File: src/sv/echt_pkg.sv
// Package for the event coalescing history table: field widths, action and
// status codes, and the queue entry type shared by front and back end.
// No dependencies.
`default_nettype none
package echt_pkg;
    localparam int GROUPS_DEF = 40;
    localparam int DUPES_DEF  = 10;
    localparam logic [31:0] ID_MAX = 32'hFFFF_FFFF;

    localparam logic [1:0] ACT_NEW     = 2'd0;
    localparam logic [1:0] ACT_RESTORE = 2'd1;
    localparam logic [1:0] ACT_DELETE  = 2'd2;
    localparam logic [1:0] ACT_CLEAR   = 2'd3;

    localparam logic [1:0] ST_DONE     = 2'd0;
    localparam logic [1:0] ST_NOTFOUND = 2'd1;
    localparam logic [1:0] ST_CLEARED  = 2'd2;

    // Command passed from the front end to the back end.
    typedef struct packed {
        logic [1:0]  action;
        logic [31:0] id;      // resolved id for new/restore, match id for delete
        logic [31:0] ev_time;
        logic [7:0]  severity;
        logic [15:0] code;
        logic [7:0]  response;
        logic [15:0] key;
        logic [15:0] detail;
    } t_cmd;

    // Result item.
    typedef struct packed {
        logic [1:0]  status;
        logic [5:0]  slot;
        logic [31:0] id;
        logic        evicted;
        logic [3:0]  fill;
        logic [8:0]  removed;
    } t_res;
endpackage
`default_nettype wire

File: src/sv/echt_front.sv
// Front end: accepts input transfers, resolves record ids from the id
// counter and pushes commands into a two-entry queue. Uses echt_pkg.
`default_nettype none
module echt_front
    import echt_pkg::*;
(
    input  wire logic       i_clk,
    input  wire logic       i_rst_n,
    input  wire logic       i_valid,
    output logic            o_ready,
    input  wire t_cmd       i_cmd,
    output logic            o_valid,
    input  wire logic       i_pop,
    output t_cmd            o_cmd
);
    t_cmd        r_q [2];
    logic        r_rd, r_wr;
    logic [1:0]  r_cnt;
    logic [31:0] r_idc;
    t_cmd        w_cmd;
    logic        w_push;

    assign o_ready = (r_cnt != 2'd2);
    assign o_valid = (r_cnt != 2'd0);
    assign o_cmd   = r_q[r_rd];
    assign w_push  = i_valid && o_ready;

    always_comb begin
        w_cmd = i_cmd;
        if (i_cmd.action == ACT_NEW) w_cmd.id = r_idc;
    end

    always_ff @(posedge i_clk) begin
        if (!i_rst_n) begin
            r_rd  <= 1'b0;
            r_wr  <= 1'b0;
            r_cnt <= 2'd0;
            r_idc <= 32'd1;
        end else begin
            if (w_push) begin
                r_q[r_wr] <= w_cmd;
                r_wr      <= ~r_wr;
                if (i_cmd.action == ACT_NEW)
                    r_idc <= r_idc + 32'd1;
                else if (i_cmd.action == ACT_RESTORE && i_cmd.id >= r_idc)
                    r_idc <= i_cmd.id + 32'd1;
            end
            if (i_pop) r_rd <= ~r_rd;
            r_cnt <= r_cnt + {1'b0, w_push} - {1'b0, i_pop};
        end
    end

    always_ff @(posedge i_clk) begin
        if (i_rst_n) begin
            assert (!(i_pop && r_cnt == 2'd0)) else $error("pop from empty queue");
        end
    end
    a_cnt_max: assert property (@(posedge i_clk) disable iff (!i_rst_n)
        r_cnt != 2'd3) else $error("queue count overflow");
    a_new_inc: assert property (@(posedge i_clk) disable iff (!i_rst_n)
        (w_push && i_cmd.action == ACT_NEW) |=> r_idc == $past(r_idc) + 32'd1)
        else $error("id counter not advanced");
    a_pop_valid: assert property (@(posedge i_clk) disable iff (!i_rst_n)
        i_pop |-> o_valid) else $error("pop without command");
endmodule
`default_nettype wire

File: config.mk
export PLATFORM = sky130hd
export DESIGN_NAME = echt_front
export DESIGN_NICKNAME = d
export VERILOG_FILES = /design/src/sv/echt_pkg.sv /design/src/sv/echt_front.sv
export SDC_FILE = /design/constraint.sdc
export NUM_CORES = 1
export LEC_CHECK = 0
export ABC_AREA = 1
export BUFFER_PORTS_ARGS = -buffer_cell sky130_fd_sc_hd__buf_4
export CAP_MARGIN = 20
export CORE_MARGIN = 4
export CORE_UTILIZATION = 37
export DETAILED_ROUTE_END_ITERATION = 12
export PLACE_DENSITY = 0.66
export SYNTH_ARGS = -nofsm -noshare
export SYNTH_HDL_FRONTEND = slang
export SYNTH_SLANG_ARGS = --single-unit
File: constraint.sdc
create_clock -name i_clk -period 13.69 [get_ports i_clk]
set_input_delay 2.0535 -clock i_clk [delete_from_list [all_inputs] [get_ports i_clk]]
set_output_delay 2.0535 -clock i_clk [all_outputs]
set_load 0.01 [all_outputs]
==> metrics.csv <==
stage,metric,value,unit
clock_tree,# hold bufs at CTS,0,
clock_tree,clock latency on the worst-skew pair,0.55,ns
synth,Mapped Area,13300,um2
clock_tree,CTS buffer count,31,
status,status,finished clean,
global_route,pin count of the biggest net entering global routing,77,
critical_path,crit path DAT,2.98,ns
critical_path,"Cell Chain, Critical Path",buf_4 -> mux2_2 -> buf_4,
clock_tree,CTS-repair resized insts,0,
critical_path,Startpoint Class,flop,
drt,initial drt markers,521,
clock_tree,clock tree buffer depth,3,
floorplan,Die Footprint,39000,um2
synth,"Avg Cell Area, Syn",12.3,um2
hold_path,WHS Path Cells,2,
finish,share of layout cells above drive strength 1,36.9,%
place,PortBufs,265,
timing,fmax,0.199,GHz
drt,Routed WL per cell,17.6,um
hold_path,type of the tightest min-delay check,flop to flop,
critical_path,Worst path depth,3,
drt,DR vias/cell,4.77,
timing,PnR worst setup slack,8.66,ns
timing,Setup-failing EPs final,0,
pwr,share of power burned in combinational logic,15.2,%
timing,Worst Tran Pin Value,1.09,ns
finish,area delta synth->final,26.6,%
pwr,Clk pwr share,37.6,%
drt,Pre-antenna DRT Iters,5,
synth,Netlist cell types,34,
drt,met2 wire len,15.5,mm
pwr,Flop pwr share,47.1,%
finish,fin nets,1526,
critical_path,Critical Path Max Stage Delay,0.86,ns
clock_tree,H-tree levels,1,
timing,RSZ-0062 raised after global routing,no,
drt,max layer used,met4,
clock_tree,Clock Tree Root,clkbuf_16,
pwr,LEAKAGE,6.56,nW
place,HPWL Detailed,23.0,mm
place,GPL Wtd Cong,0.937,
global_route,initial antenna violation count,0,
critical_path,Crit path buffers/inverters,2,
critical_path,Setup CP Type,flop to primary output,
synth,Post-Synthesis Cells,1082,
synth,number of synthesized flops with an enable pin,260,
timing,Final TNS setup,0,ns
synth,Syn Nets,1251,
synth,post-synthesis register bit count,297,
floorplan,IO Count,266,
floorplan,Starting Density,37.5,%
pwr,PwrDens,135,nW/um2
drt,Via Count,8796,
critical_path,Worst R2R Path Depth,6,
critical_path,WP data required,11.64,ns
clock_tree,CTS clock-pin slew for the worst setup and hold paths,0.06,ns
clock_tree,clk sink count,297,
synth,ys async rst share,0,%
pwr,maximum VDD drop,83.5,uV
floorplan,Die Y,198,um
pwr,sw frac,24.0,%
drt,routed wire length,32.4,mm
drt,remaining antenna violation count,0,
critical_path,family with the most delay on the worst path,buffers and inverters,
global_route,global-route wire length before repair,48.8,mm
global_route,Overflow after GRT,0,
floorplan,Cell Rows,69,
timing,Max Slew Vio Count,0,
clock_tree,CTS tree,done,
timing,fin crit period,5.03,ns
clock_tree,post-CTS setup buffers,0,
pwr,Internal Power,1.73,mW
drt,Met1 Wirelength,13.7,mm
timing,final period utilization,36.8,%
timing,Fin Clk Skew,0.0130,ns
pwr,NetSw,0.545,mW
critical_path,slowest CP cell,buf_4,
global_route,GRT Total Usage,15.8,%
synth,most common flop cell mapped by yosys,edfxtp_1,
drt,# DRC,0,
critical_path,Worst path most repeated cell,buf_4,
synth,register area share after synthesis,64.3,%
floorplan,Core ar.,35500,um2
floorplan,Die W,198,um
global_route,vias in the first global route,8614,
job,MaxCap Viol Count,0,
timing,slew margin rel.,27.1,%
finish,ANT cells,0,
synth,synth warn,0,
drt,met3 wire len,2.56,mm
place,pre-CTS WS,8.60,ns
critical_path,CP max FO,76,
timing,final hold vios,0,
critical_path,Worst Setup End Kind,primary output,
==> power by group through the flow <==
stage,clock network (mW),registers [mW],logic [mW]
final,0.855,1.07,0.346
after global routing,0.920,1.08,0.381
after CTS,0.880,1.07,0.350
after detailed placement,0,1.09,0.348
after global placement,0,1.09,0.344
after floorplan,0,1.09,0.198
==> worst min-delay path, stage by stage, from the launching register on <==
cell     delay (ns)
dfxtp_1        0.32
nand2_1        0.06
a21oi_1        0.05
==> cells in the final DEF, fill, tap and decap left out, types with 3 or more instances in the layout <==
cell,n
o21ai_2,9
nand2_2,20
buf_4,272
clkbuf_1,7
clkinv_1,8
clkbuf_16,31
nor2_2,10
bufinv_16,5
dfxtp_1,36
nand2_1,245
nand3_1,20
mux2_2,130
o21ai_0,25
edfxtp_1,260
nor2_4,9
nand2_4,6
ha_1,35
nor2_1,110
a21oi_1,23
xor2_1,13
clkinv_2,3
nand4_1,9
inv_1,71
xnor2_1,4
inv_6,3
==> final cells by class <==
class / count / area (um2)
clock buffers: 40 / 830
repair buffers: 273 / 2070
inverters: 74 / 278
multi-input cells: 680 / 4310
flip-flops and latches: 297 / 8550
well taps: 461 / 577
clock inverters: 18 / 218
fillers: 3161 / 18700
==> registers in the layout, indices dropped and copies added (netlist names), named ones only <==
register,flops
r_wr,1
r_cnt,2
r_rd,1
r_idc,32
r_q,260
==> synth_stat cells (6+ instances only) <==
cell | number | share of area [%]
mux2_2 | 130 | 11
ha_1 | 35 | 3.3
o21ai_2 | 9 | 0.59
nor2_2 | 10 | 0.47
nand2_2 | 20 | 0.94
edfxtp_1 | 260 | 59
nand4_1 | 9 | 0.42
nor2_4 | 8 | 0.68
nand2_4 | 6 | 0.51
inv_1 | 71 | 2.0
nand2_1 | 245 | 6.9
dfxtp_1 | 37 | 5.6
a21oi_1 | 24 | 0.90
nand3_1 | 20 | 0.75
nor2_1 | 111 | 3.1
xor2_1 | 13 | 0.86
o21ai_0 | 25 | 0.94
clkbuf_1 | 15 | 0.42
==> layer usage <==
layer	vias to the layer above	global-route usage (%)
met2	296	26.4
li1	4284	-
met1	4176	20.9
met3	40	3.72
met4	0	3.72
met5	-	0
==> cells by family (layout without fill, tap and decap cells) <==
group / count (synthesis) / after routing / synth area share (%)
DFF: 297 / 297 / 64.3
and+or+nand+nor: 436 / 436 / 14.2
muxes: 130 / 130 / 11.0
xor gates and xnor gates: 17 / 17 / 1.12
adders and majority gates: 35 / 35 / 3.29
AOI/OAI and AO/OA: 62 / 62 / 2.63
buffers and inverters: 105 / 405 / 3.46
==> final timing paths <==
check / start / to / slack, ns
hold / removal: r_wr / r_wr / 0.48
setup / recovery: flop / o_cmd[103] / 8.66
setup reg to reg: r_cnt[0] / r_q[1][69] / 10.87
hold reg to reg: r_wr / r_wr / 0.48
==> stage by stage <==
stage               instances  cell area (um2)  hold WS (ns)  util (%)  power [mW]
global placement         1784            15800         0.454      44.4        1.43
CTS                      1842            16800         0.475      47.4        2.30
finish                   1843            16800         0.478      47.4        2.27
detailed placement       1784            15800         0.463      44.4        1.44
floorplan                1082            13300         0.437         -        1.29
global route             1843            16800         0.489      47.4        2.38
(Power assumes the default switching activity.)
